`src/hw/rtl/bmpq_pkg.sv`:
```
// ----------------------------------------------------------------------------
// bmpq_pkg
// Shared types and constants of the bounded max-priority queue.
// ----------------------------------------------------------------------------
package bmpq_pkg;

  localparam int BMPQ_DEPTH = 16;
  localparam int DATA_W     = 32;
  localparam int CNT_W      = 5;
  localparam int STAT_W     = 2;
  localparam int APB_AW     = 3;
  localparam int APB_DW     = 32;

  localparam logic [CNT_W-1:0] CAP_RESET = 5'd16;

  // operation codes
  localparam logic FUNC_PUSH = 1'b0;
  localparam logic FUNC_POP  = 1'b1;

  // result status codes
  localparam logic [STAT_W-1:0] STAT_DONE  = 2'd0;
  localparam logic [STAT_W-1:0] STAT_FULL  = 2'd1;
  localparam logic [STAT_W-1:0] STAT_EMPTY = 2'd2;

  // register index, taken from paddr[2]
  localparam logic CFG_IDX_CAPACITY = 1'b0;

  typedef enum logic [2:0] {
    ST_IDLE,
    ST_DECODE,
    ST_PUSH_STEP,
    ST_PUSH_CMP,
    ST_POP_WAIT,
    ST_DONE
  } state_t;

  typedef struct packed {
    logic capture;
    logic reject_full;
    logic reject_empty;
    logic push_fast;
    logic push_rd;
    logic push_shift;
    logic push_place;
    logic pop_start;
    logic pop_load;
    logic emit;
  } dp_cmd_t;

  typedef struct packed {
    logic is_push;
    logic full;
    logic empty;
    logic fast;
    logic slot_zero;
    logic rd_gt;
    logic pop_last;
  } dp_status_t;

endpackage

```
`src/hw/rtl/bmpq_ctrl.sv`:
```
// ----------------------------------------------------------------------------
// bmpq_ctrl
// Sequencer for push (insertion walk) and pop (reload of the new maximum).
// ----------------------------------------------------------------------------
module bmpq_ctrl
  import bmpq_pkg::*;
(
  input  logic       clk,
  input  logic       rst_n,
  input  logic       start,
  output logic       busy,
  input  dp_status_t dp_stat,
  output dp_cmd_t    dp_cmd
);

  state_t state_r;
  state_t state_nxt;

  always_ff @(posedge clk) begin
    if (!rst_n) begin
      state_r <= ST_IDLE;
    end else begin
      state_r <= state_nxt;
    end
  end

  always_comb begin
    state_nxt = state_r;
    unique case (state_r)
      ST_IDLE: begin
        if (start) state_nxt = ST_DECODE;
      end
      ST_DECODE: begin
        if (dp_stat.is_push) begin
          if (dp_stat.full || dp_stat.fast) state_nxt = ST_DONE;
          else state_nxt = ST_PUSH_CMP;
        end else begin
          if (dp_stat.empty || dp_stat.pop_last) state_nxt = ST_DONE;
          else state_nxt = ST_POP_WAIT;
        end
      end
      ST_PUSH_STEP: begin
        if (dp_stat.slot_zero) state_nxt = ST_DONE;
        else state_nxt = ST_PUSH_CMP;
      end
      ST_PUSH_CMP: begin
        if (dp_stat.rd_gt) state_nxt = ST_PUSH_STEP;
        else state_nxt = ST_DONE;
      end
      ST_POP_WAIT: state_nxt = ST_DONE;
      ST_DONE:     state_nxt = ST_IDLE;
      default:     state_nxt = ST_IDLE;
    endcase
  end

  always_comb begin
    dp_cmd = '0;
    unique case (state_r)
      ST_IDLE: begin
        dp_cmd.capture = start;
      end
      ST_DECODE: begin
        if (dp_stat.is_push) begin
          if (dp_stat.full) dp_cmd.reject_full = 1'b1;
          else if (dp_stat.fast) dp_cmd.push_fast = 1'b1;
          else dp_cmd.push_rd = 1'b1;
        end else begin
          if (dp_stat.empty) dp_cmd.reject_empty = 1'b1;
          else dp_cmd.pop_start = 1'b1;
        end
      end
      ST_PUSH_STEP: begin
        if (dp_stat.slot_zero) dp_cmd.push_place = 1'b1;
        else dp_cmd.push_rd = 1'b1;
      end
      ST_PUSH_CMP: begin
        if (dp_stat.rd_gt) dp_cmd.push_shift = 1'b1;
        else dp_cmd.push_place = 1'b1;
      end
      ST_POP_WAIT: dp_cmd.pop_load = 1'b1;
      ST_DONE:     dp_cmd.emit = 1'b1;
      default:     dp_cmd = '0;
    endcase
  end

  assign busy = (state_r != ST_IDLE);

endmodule

```
`src/hw/rtl/bmpq_dp.sv`:
```
// ----------------------------------------------------------------------------
// bmpq_dp
// Sorted entry memory (ascending), count, cached maximum and result registers.
// ----------------------------------------------------------------------------
module bmpq_dp
  import bmpq_pkg::*;
#(
  parameter int DEPTH = BMPQ_DEPTH
) (
  input  logic                     clk,
  input  logic                     rst_n,
  input  logic                     in_func,
  input  logic signed [DATA_W-1:0] in_value,
  input  logic [CNT_W-1:0]         cap,
  input  dp_cmd_t                  dp_cmd,
  output dp_status_t               dp_stat,
  output logic                     out_valid,
  output logic [STAT_W-1:0]        out_status,
  output logic signed [DATA_W-1:0] out_popped_value,
  output logic signed [DATA_W-1:0] out_top_value,
  output logic [CNT_W-1:0]         out_entry_count,
  output logic                     out_is_empty,
  output logic                     out_is_full
);

  localparam int AW = (DEPTH > 1) ? $clog2(DEPTH) : 1;

  logic signed [DATA_W-1:0] mem [DEPTH];

  logic                     func_r;
  logic signed [DATA_W-1:0] val_r;
  logic [CNT_W-1:0]         slot_r;
  logic [CNT_W-1:0]         count_r;
  logic signed [DATA_W-1:0] top_r;
  logic [STAT_W-1:0]        status_r;
  logic signed [DATA_W-1:0] popped_r;
  logic signed [DATA_W-1:0] rdata_r;

  logic                     out_valid_r;
  logic [STAT_W-1:0]        out_status_r;
  logic signed [DATA_W-1:0] out_popped_r;
  logic signed [DATA_W-1:0] out_top_r;
  logic [CNT_W-1:0]         out_count_r;
  logic                     out_empty_r;
  logic                     out_full_r;

  logic                     full;
  logic                     mem_we;
  logic [AW-1:0]            mem_waddr;
  logic [AW-1:0]            mem_raddr;
  logic signed [DATA_W-1:0] mem_wdata;
  logic [CNT_W-1:0]         slot_dec;
  logic [CNT_W-1:0]         count_dec2;

  // effective capacity is min(cap, DEPTH)
  assign full = (count_r >= cap) || (32'(count_r) >= 32'(DEPTH));

  assign dp_stat.is_push   = (func_r == FUNC_PUSH);
  assign dp_stat.full      = full;
  assign dp_stat.empty     = (count_r == '0);
  assign dp_stat.fast      = (count_r == '0) || (val_r >= top_r);
  assign dp_stat.slot_zero = (slot_r == '0);
  assign dp_stat.rd_gt     = (rdata_r > val_r);
  assign dp_stat.pop_last  = (count_r == CNT_W'(1));

  assign slot_dec   = slot_r - CNT_W'(1);
  assign count_dec2 = count_r - CNT_W'(2);

  assign mem_we    = dp_cmd.push_fast | dp_cmd.push_shift | dp_cmd.push_place;
  assign mem_waddr = dp_cmd.push_fast ? AW'(count_r) : AW'(slot_r);
  assign mem_wdata = dp_cmd.push_shift ? rdata_r : val_r;
  assign mem_raddr = dp_cmd.push_rd ? AW'(slot_dec) : AW'(count_dec2);

  always_ff @(posedge clk) begin
    if (mem_we) mem[mem_waddr] <= mem_wdata;
    rdata_r <= mem[mem_raddr];
  end

  always_ff @(posedge clk) begin
    if (dp_cmd.capture) begin
      func_r <= in_func;
      val_r  <= in_value;
      slot_r <= count_r;
    end else if (dp_cmd.push_shift) begin
      slot_r <= slot_dec;
    end
  end

  always_ff @(posedge clk) begin
    if (!rst_n) begin
      count_r  <= '0;
      top_r    <= '0;
      status_r <= STAT_DONE;
      popped_r <= '0;
    end else begin
      if (dp_cmd.capture) begin
        status_r <= STAT_DONE;
        popped_r <= '0;
      end
      if (dp_cmd.reject_full)  status_r <= STAT_FULL;
      if (dp_cmd.reject_empty) status_r <= STAT_EMPTY;
      if (dp_cmd.push_fast || dp_cmd.push_place) count_r <= count_r + CNT_W'(1);
      if (dp_cmd.push_fast) top_r <= val_r;
      if (dp_cmd.pop_start) begin
        popped_r <= top_r;
        count_r  <= count_r - CNT_W'(1);
        if (count_r == CNT_W'(1)) top_r <= '0;
      end
      // new maximum sits just below the removed one
      if (dp_cmd.pop_load) top_r <= rdata_r;
    end
  end

  always_ff @(posedge clk) begin
    if (!rst_n) begin
      out_valid_r <= 1'b0;
    end else begin
      out_valid_r <= dp_cmd.emit;
    end
  end

  always_ff @(posedge clk) begin
    if (dp_cmd.emit) begin
      out_status_r <= status_r;
      out_popped_r <= popped_r;
      out_top_r    <= top_r;
      out_count_r  <= count_r;
      out_empty_r  <= (count_r == '0);
      out_full_r   <= full;
    end
  end

  assign out_valid        = out_valid_r;
  assign out_status       = out_status_r;
  assign out_popped_value = out_popped_r;
  assign out_top_value    = out_top_r;
  assign out_entry_count  = out_count_r;
  assign out_is_empty     = out_empty_r;
  assign out_is_full      = out_full_r;

`ifndef SYNTHESIS
  a_count_bound: assert property (@(posedge clk) disable iff (!rst_n)
    32'(count_r) <= 32'(DEPTH))
    else $error("entry count above depth");

  a_shift_slot: assert property (@(posedge clk) disable iff (!rst_n)
    dp_cmd.push_shift |-> (slot_r != '0))
    else $error("shift into slot zero");

  a_empty_flag: assert property (@(posedge clk) disable iff (!rst_n)
    out_valid_r |-> (out_empty_r == (out_count_r == '0)))
    else $error("empty flag disagrees with count");

  a_full_reject: assert property (@(posedge clk) disable iff (!rst_n)
    (out_valid_r && (out_status_r == STAT_FULL)) |-> out_full_r)
    else $error("full rejection without full flag");

  a_empty_reject: assert property (@(posedge clk) disable iff (!rst_n)
    (out_valid_r && (out_status_r == STAT_EMPTY)) |-> (out_empty_r && (out_top_r == '0)))
    else $error("empty rejection with stored data");
`endif

endmodule

```
`src/hw/rtl/bounded_max_priority_queue_top.sv`:
```
// ----------------------------------------------------------------------------
// bounded_max_priority_queue_top
// Timing: rejects, pops and a push of a new maximum finish without the
//   insertion walk; a push that lands below larger entries walks past each
//   of them and ends early when it reaches the bottom slot.
// Throughput: one item at a time, the next start is taken at the edge that
//   transfers the result; the insertion walk (read, compare, move) sets the
//   push time.
// Reset: synchronous, clears count, status and controller; capacity -> 16.
// ----------------------------------------------------------------------------
module bounded_max_priority_queue_top
  import bmpq_pkg::*;
#(
  parameter int DEPTH = BMPQ_DEPTH
) (
  input  logic                     clk,
  input  logic                     rst_n,
  input  logic                     start,
  output logic                     busy,
  input  logic                     in_func,
  input  logic signed [DATA_W-1:0] in_value,
  output logic                     out_valid,
  output logic [STAT_W-1:0]        out_status,
  output logic signed [DATA_W-1:0] out_popped_value,
  output logic signed [DATA_W-1:0] out_top_value,
  output logic [CNT_W-1:0]         out_entry_count,
  output logic                     out_is_empty,
  output logic                     out_is_full,
  input  logic                     psel,
  input  logic                     penable,
  input  logic                     pwrite,
  input  logic [APB_AW-1:0]        paddr,
  input  logic [APB_DW-1:0]        pwdata,
  output logic [APB_DW-1:0]        prdata,
  output logic                     pready
);

  logic [CNT_W-1:0] cap_r;
  logic             cfg_wr;
  dp_cmd_t          dp_cmd;
  dp_status_t       dp_stat;

  assign pready = 1'b1;
  assign cfg_wr = psel & penable & pwrite & pready;

  always_ff @(posedge clk) begin
    if (!rst_n) begin
      cap_r <= CAP_RESET;
    end else if (cfg_wr && (paddr[2] == CFG_IDX_CAPACITY)) begin
      cap_r <= pwdata[CNT_W-1:0];
    end
  end

  assign prdata = (paddr[2] == CFG_IDX_CAPACITY) ? APB_DW'(cap_r) : '0;

  bmpq_ctrl u_ctrl (
    .clk     (clk),
    .rst_n   (rst_n),
    .start   (start),
    .busy    (busy),
    .dp_stat (dp_stat),
    .dp_cmd  (dp_cmd)
  );

  bmpq_dp #(
    .DEPTH (DEPTH)
  ) u_dp (
    .clk              (clk),
    .rst_n            (rst_n),
    .in_func          (in_func),
    .in_value         (in_value),
    .cap              (cap_r),
    .dp_cmd           (dp_cmd),
    .dp_stat          (dp_stat),
    .out_valid        (out_valid),
    .out_status       (out_status),
    .out_popped_value (out_popped_value),
    .out_top_value    (out_top_value),
    .out_entry_count  (out_entry_count),
    .out_is_empty     (out_is_empty),
    .out_is_full      (out_is_full)
  );

endmodule
```
`config.mk`:
```
export PLATFORM = sky130hd
export DESIGN_NAME = bounded_max_priority_queue_top
export DESIGN_NICKNAME = d
export VERILOG_FILES = /design/src/hw/rtl/bmpq_pkg.sv /design/src/hw/rtl/bmpq_ctrl.sv /design/src/hw/rtl/bmpq_dp.sv /design/src/hw/rtl/bounded_max_priority_queue_top.sv
export SDC_FILE = /design/constraint.sdc
export NUM_CORES = 1
export LEC_CHECK = 0
export ABC_AREA = 0
export BUFFER_PORTS_ARGS = -buffer_cell sky130_fd_sc_hd__buf_4
export CAP_MARGIN = 20
export CORE_MARGIN = 5
export CORE_UTILIZATION = 61
export CTS_CLUSTER_DIAMETER = 100
export DETAILED_ROUTE_END_ITERATION = 10
export PLACE_DENSITY = 0.8
export SLEW_MARGIN = 20
export SYNTH_ARGS = -nofsm -noshare
export SYNTH_HDL_FRONTEND = slang
export SYNTH_SLANG_ARGS = --single-unit
```
`constraint.sdc`:
```
create_clock -name clk -period 8.4 [get_ports clk]
set_clock_uncertainty 0.1 [all_clocks]
set_input_delay 1.68 -clock clk [delete_from_list [all_inputs] [get_ports clk]]
set_output_delay 1.68 -clock clk [all_outputs]
set_load 0.01 [all_outputs]
```
==> results.json, run 1 <==
{
  "critPathLaunchType": "flip-flop",
  "nets": 2313,
  "powerDensity_nw_per_um2": 299,
  "critPathCaptureType": "flip-flop",
  "crit_path_top_delay_cell": "buf_12",
  "pre_cts_ws_ns": 2.76,
  "p_leak_nw": 11.6,
  "antenna_found_initial": 0,
  "finalNonFillerCells": 2841,
  "synth_edf_count": 623,
  "rr_worst_depth": 14,
  "hold_viol_final": 0,
  "clkTransAtPathRegs_ns": 0.06,
  "dr.pass1.iters": 5,
  "drive_gt1_share_pct": 15.4,
  "min_path_type": "flip-flop to flip-flop",
  "antennaDiodeCount": 0,
  "port_buffers": 124,
  "core_area_sq_um": 48600,
  "worstMarginPinSlew_ns": 1.09,
  "wirelength_mm": 67.9,
  "met2_length_mm": 32.8,
  "seq_area_frac_synth_pct": 70.3,
  "crit_required_ns": 8.76,
  "die_w_um": 231,
  "cts_tree": "yes",
  "top_layer": "met4",
  "fin_crit_sh_pct": 67.7,
  "grt_first_pass_wirelength_mm": 102,
  "initial_utilization_pct": 61.3,
  "clock-sinks": 735,
  "relSlewSlack_pct": 27.1,
  "reg2reg_to": "u_dp.rdata_r[23]$_DFF_P_",
  "gp_congestion": 0.912,
  "path_buf_inv": 3,
  "fin_hold_ws_ns": 0.331,
  "async_flop_share_pct": 0,
  "vias": 17700,
  "design_area_sq_um": 33900,
  "fp-row-count": 81,
  "postCtsResizedCells": 0,
  "syn_avg_cell_area_sq_um": 14.9,
  "die_y_um": 231,
  "vias_per_cell": 6.22,
  "drv_slew": 0,
  "hold_end": "u_dp.out_popped_value[29]$_DFFE_PP_",
  "crit_fanout": 145,
  "syn2layout_area_growth_pct": 13.7,
  "wirelength_met1_mm": 26.6,
  "worst_slack_ns": 2.71,
  "tns_ns": 0,
  "critPathKind": "flip-flop to flip-flop",
  "dpl.hpwl_mm": 39.4,
  "grt_pass1_vias": 17200,
  "wl_per_cell_um": 23.9,
  "reg2reg_from": "u_dp.top_r[31]$_SDFF_PN0_",
  "ys.flop_type": "edfxtp_1",
  "route.detailed.drc": 0,
  "yosys_warnings": 0,
  "cts_root_buffer": "clkbuf_16",
  "ff2ff_setup_slack_ns": 2.71,
  "cp_data_arrival_time_ns": 6.05,
  "cp_cell_sequence": "inv_1, ha_1, and3_1, nand4_1, or3_1, a31oi_1, nor3_2, mux2i_4, a311oi_4, buf_12, buf_4, mux2i_1, o22ai_1, or4_1",
  "drv_cap": 0,
  "netlist_area_sq_um": 29800,
  "cp_slowest_stage_delay_ns": 0.73,
  "post_cts_buffers": 0,
  "hold_buffers": 0,
  "cts_made_buffers": 69,
  "drtIter0Drc": 2010,
  "fmax_ghz": 0.176,
  "setup_viol": 0,
  "ir_drop_v": 0.000218,
  "worstHoldPathCells": 0,
  "placedCellCount": 2714,
  "placed_area_sq_um": 31600,
  "htreeDepth": 3,
  "grt.overflow.total": 0,
  "rsz0062_at_grt": "false",
  "synthDistinctLibCells": 61,
  "met3WireLength_mm": 6.49,
  "grt_max_degree": 146,
  "synthCells": 2001,
  "status": "completed",
  "die_area_sq_um": 53400,
  "hold_start": "u_dp.popped_r[29]$_SDFFE_PN0P_",
  "min_period_ns": 5.69,
  "ioPinCount": 182,
  "grtUsageTotal_pct": 25.2,
  "ys_ff_latch": 735,
  "antenna_left": 0,
  "crit_family": "simple AND/OR/NAND/NOR gates",
  "clock_path_buffers": 3,
  "insertion_delay_ns": 0.60
}
## worst reg2reg max path: cells and delay by family, from the launching register on
family	cells	cell delay (ns)
adders and majority gates	1	0.44
DFF	1	0.45
muxes	2	0.54
AOI/OAI and AO/OA	3	0.85
buffers and inverters	3	1.60
and+or+nand+nor	5	1.59
## worst max-delay path by stage
stage | start | endpoint | slack, ns | depth (start not counted)
final | u_dp.top_r[31]$_SDFF_PN0_ | u_dp.rdata_r[23]$_DFF_P_ | 2.71 | 14
after global routing | u_dp.count_r[0]$_SDFFE_PN0P_ | u_dp.rdata_r[31]$_DFF_P_ | 2.38 | 14
after CTS | u_dp.count_r[0]$_SDFFE_PN0P_ | u_dp.rdata_r[23]$_DFF_P_ | 2.77 | 14
after detailed placement | u_dp.count_r[0]$_SDFFE_PN0P_ | u_dp.rdata_r[23]$_DFF_P_ | 2.76 | 14
after global placement | u_dp.top_r[31]$_SDFF_PN0_ | u_dp.rdata_r[31]$_DFF_P_ | 2.84 | 14
after floorplan | u_dp.val_r[25]$_DFFE_PP_ | u_dp.mem[11][0]$_DFFE_PP_ | 3.60 | 12
## metal layers
layer	track usage, %	vias to the layer above
li1	-	7916
met4	8.64	0
met3	3.81	150
met5	0	-
met2	41.7	903
met1	34.7	8712
## cell usage in the layout, fill, tap and decap left out, types with 13 or more instances in the layout
cell / instances
mux2i_1: 294
nand2_1: 122
o22ai_1: 128
a21boi_0: 33
nand4_1: 15
edfxtp_1: 623
inv_1: 80
and2_1: 36
nor2_1: 30
ha_1: 76
or4_1: 34
clkbuf_16: 71
nor2_4: 17
clkbuf_1: 20
buf_4: 189
dfxtp_1: 112
a21o_1: 13
conb_1: 28
a21oi_1: 20
o21ai_0: 78
nand3_1: 38
## state kept, by name, indices dropped and copies added (netlist names)
signal	count
u_dp.out_is_empty	1
u_dp.out_is_full	1
u_ctrl.state_r	3
u_dp.slot_r	5
u_dp.out_popped_value	32
u_dp.mem	512
u_dp.out_valid	1
u_dp.out_top_value	32
u_dp.func_r	1
u_dp.rdata_r	32
u_dp.popped_r	32
u_dp.val_r	32
cap_r	5
u_dp.out_entry_count	5
u_dp.count_r	5
u_dp.out_status	2
u_dp.top_r	32
u_dp.status_r	2
## per-stage QoR
stage / power (mW) / util, %
CTS: 10.1 / 69.6
global placement: 7.02 / 65.0
floorplan: 6.29 / -
detailed placement: 7.11 / 65.0
finish: 10.1 / 69.6
global route: 10.6 / 69.6
## synth_stat cells (15+ instances only)
cell      count  area [sq um]
a21boi_0     33           248
a21oi_1      21           105
clkbuf_1     53           199
buf_4        37           278
mux2i_1     294          2940
inv_1        80           300
dfxtp_1     112          2240
o22ai_1     132           826
nand3_1      38           190
nand4_1      15          93.8
nand2_1     122           458
ha_1         76           951
edfxtp_1    623         18700
o21ai_0      82           410
and2_1       36           225
nor2_1       47           176
buf_2        32           160
or4_1        34           255
## kinds of logic (layout without fill, tap and decap cells)
logic type      Yosys count  after routing  share of synthesized area, %
flops                   735            735                          70.3
simple gates            343            343                          5.81
compound gates          334            334                          7.13
mux                     297            297                          10.0
buf+inv                 205            397                          3.26
fa+ha+maj                76             76                          3.19
xor+xnor                  9              9                         0.265
other cells               2             28                        0.0252
## power by group
group / internal, mW / switching, mW / total [mW]
Combinational: 0.973 / 1.49 / 2.47
Clock: 1.74 / 1.31 / 3.05
Sequential: 4.35 / 0.272 / 4.62
## layout make-up
class,count,area [sq um]
repair buffers,190,1440
clock inverters,31,310
clock buffers,96,1920
well taps,622,778
fillers,3093,14800
multi-input cells,1087,8170
inverters,80,300
flip-flops and latches,735,21000
No activity file was read; power rests on OpenSTA's default activity.
==> run 2, diff against run 1 <==
--- a/config.mk
+++ b/config.mk
@@ -9,10 +9,10 @@
 export BUFFER_PORTS_ARGS = -buffer_cell sky130_fd_sc_hd__buf_4
 export CAP_MARGIN = 20
 export CORE_MARGIN = 5
-export CORE_UTILIZATION = 61
+export CORE_UTILIZATION = 55
 export CTS_CLUSTER_DIAMETER = 100
 export DETAILED_ROUTE_END_ITERATION = 10
-export PLACE_DENSITY = 0.8
+export PLACE_DENSITY = 0.76
 export SLEW_MARGIN = 20
 export SYNTH_ARGS = -nofsm -noshare
 export SYNTH_HDL_FRONTEND = slang
==> constraint.sdc (replaced) <==
create_clock -name clk -period 5.2 [get_ports clk]
set_clock_uncertainty 0.1 [all_clocks]
set_input_delay 1.04 -clock clk [delete_from_list [all_inputs] [get_ports clk]]
set_output_delay 1.04 -clock clk [all_outputs]
set_load 0.01 [all_outputs]
==> run 2 against run 1 <==
- sequential cell count stayed put
- die area is 10% higher
- clock-buffer cell count is 7 lower
- utilization is 5.5 points lower
- final area is 1.6% higher
- wire length is 1.3% higher
- largest power group unchanged
- fmax is 20% higher
- hold slack worse by 0.0025 ns
- first-iteration DRC count is 17% lower
- critical path type unchanged
- combinational power is 70% higher
- cell count is 3.3% higher
==> results.json, run 2 (synthesis results as in run 1) <==
{
  "grt.overflow.total": 0,
  "fin_hold_ws_ns": 0.328,
  "switching_share_pct": 30.3,
  "fp-row-count": 85,
  "tns_ns": 0,
  "crit_fanout": 56,
  "grt_max_degree": 80,
  "critPathKind": "flip-flop to flip-flop",
  "critPathCaptureType": "flip-flop",
  "route.detailed.drc": 0,
  "syn2layout_area_growth_pct": 15.5,
  "ir_drop_v": 0.000386,
  "largest_register_ff_count": 512,
  "drive_gt1_share_pct": 16.0,
  "worstMarginPinSlew_ns": 1.05,
  "n_fill_cell": 3652,
  "vias": 17600,
  "fin_crit_sh_pct": 90.9,
  "min_path_type": "flip-flop to flip-flop",
  "grt_first_pass_wirelength_mm": 103,
  "rsz0062_at_grt": "false",
  "htreeDepth": 3,
  "dr.pass1.iters": 5,
  "drv_slew": 0,
  "finalNonFillerCells": 2936,
  "min_period_ns": 4.73,
  "cts_made_buffers": 69,
  "cp_slowest_stage_delay_ns": 0.61,
  "antennaDiodeCount": 0,
  "relSlewSlack_pct": 29.5,
  "ioPinCount": 182,
  "post_cts_buffers": 0,
  "clock-sinks": 735,
  "gp_congestion": 0.879,
  "insertion_delay_ns": 0.60,
  "wl_per_cell_um": 23.4,
  "cts_root_buffer": "clkbuf_16",
  "core_area_sq_um": 53700,
  "die_y_um": 243,
  "vias_per_cell": 5.99,
  "p_clk_share_pct": 29.4,
  "critPathLaunchType": "flip-flop",
  "regMostFlops": "u_dp.mem",
  "antenna_left": 0,
  "p_leak_nw": 11.8,
  "fmax_ghz": 0.212,
  "die_w_um": 243,
  "layout_commonest_cell": "edfxtp_1",
  "wirelength_mm": 68.8,
  "clkTransAtPathRegs_ns": 0.06,
  "port_buffers": 124,
  "powerDensity_nw_per_um2": 479,
  "placedCellCount": 2812,
  "power_frac_seq_pct": 45.2,
  "cp_data_arrival_time_ns": 5.08,
  "nets": 2337,
  "combinationalPowerShare_pct": 25.4,
  "die_area_sq_um": 58900,
  "antenna_found_initial": 0,
  "dpl.hpwl_mm": 40.2,
  "crit_top_cell": "buf_12",
  "initial_utilization_pct": 55.5,
  "crit_path_top_delay_cell": "or4_1",
  "p_sw_mw": 4.99,
  "status": "completed",
  "hold_viol_final": 0,
  "postCtsResizedCells": 0,
  "drtIter0Drc": 1668,
  "grt_pass1_vias": 17400,
  "grtUsageTotal_pct": 22.8,
  "cts_tree": "yes",
  "setup_viol": 0,
  "drv_cap": 0,
  "cp_cell_sequence": "inv_1, ha_1, and3_1, nand4_1, or3_1, a31oi_1, nor3_2, mux2i_4, a311oi_4, buf_12, buf_12, mux2i_1, o22ai_1, or4_1",
  "intPower_mw": 11.5,
  "layout.cells.most_common_list": "edfxtp_1 (623), mux2i_1 (294), buf_4 (186)",
  "hold_buffers": 0,
  "crit_required_ns": 5.56,
  "clock_path_buffers": 3
}
run 2: metal layers:
metal	track usage [%]	vias up	wire, um	share of wire [%]
met5	0	-	0	0
met4	7.93	0	2010	2.9
met3	4.06	142	5730	8.3
met2	37.3	774	33300	48
met1	31.2	8698	27800	40
li1	-	7966	-	-
run 2: layout make-up:
class | instances | area [sq um] | share of cell area [%]
flip-flops and latches | 735 | 21000 | 60.9
multi-input cells | 1087 | 8160 | 23.7
repair buffers | 214 | 1960 | 5.68
clock buffers | 89 | 1870 | 5.44
well taps | 696 | 871 | 2.53
clock inverters | 35 | 317 | 0.919
inverters | 80 | 300 | 0.872
run 2: critical path, delay by kind of cell (launching register included):
kind | cells | cell delay (ns)
compound gates | 3 | 0.95
fa+ha+maj | 1 | 0.33
buf+inv | 3 | 0.64
flops | 1 | 0.41
mux | 2 | 0.50
simple gates | 5 | 1.62
run 2: worst paths after layout:
check / depth (start not counted) / slack (ns) / endpoint / from
worst max register to register: 14 / 0.47 / u_dp.rdata_r[12]$_DFF_P_ / u_dp.top_r[28]$_SDFF_PN0_
worst max-delay path: 14 / 0.47 / u_dp.rdata_r[12]$_DFF_P_ / u_dp.top_r[28]$_SDFF_PN0_
worst min register to register: 0 / 0.33 / u_dp.out_popped_value[4]$_DFFE_PP_ / u_dp.popped_r[4]$_SDFFE_PN0P_
worst min-delay path: 0 / 0.33 / u_dp.out_popped_value[4]$_DFFE_PP_ / u_dp.popped_r[4]$_SDFFE_PN0P_
run 2: power groups by stage:
| stage | Combinational (mW) | Sequential, mW | Clock, mW |
|---|---|---|---|
| after floorplan | 2.77 | 7.38 | 0 |
| after global placement | 3.99 | 7.53 | 0 |
| after detailed placement | 4.13 | 7.55 | 0 |
| after CTS | 4.17 | 7.43 | 4.93 |
| after global routing | 4.51 | 7.48 | 5.17 |
| final | 4.20 | 7.45 | 4.85 |
run 2: through the flow:
stage | worst slack (ns) | power [mW] | util [%] | area, sq um
3_5_place_dp | 0.567 | 11.7 | 60.0 | 32200
4_1_cts | 0.524 | 16.5 | 64.1 | 34400
6_report | 0.474 | 16.5 | 64.1 | 34400
3_3_place_gp | 0.639 | 11.5 | 60.0 | 32200
2_1_floorplan | 0.401 | 10.2 | - | 29900
5_1_grt | 0.323 | 17.2 | 64.1 | 34400
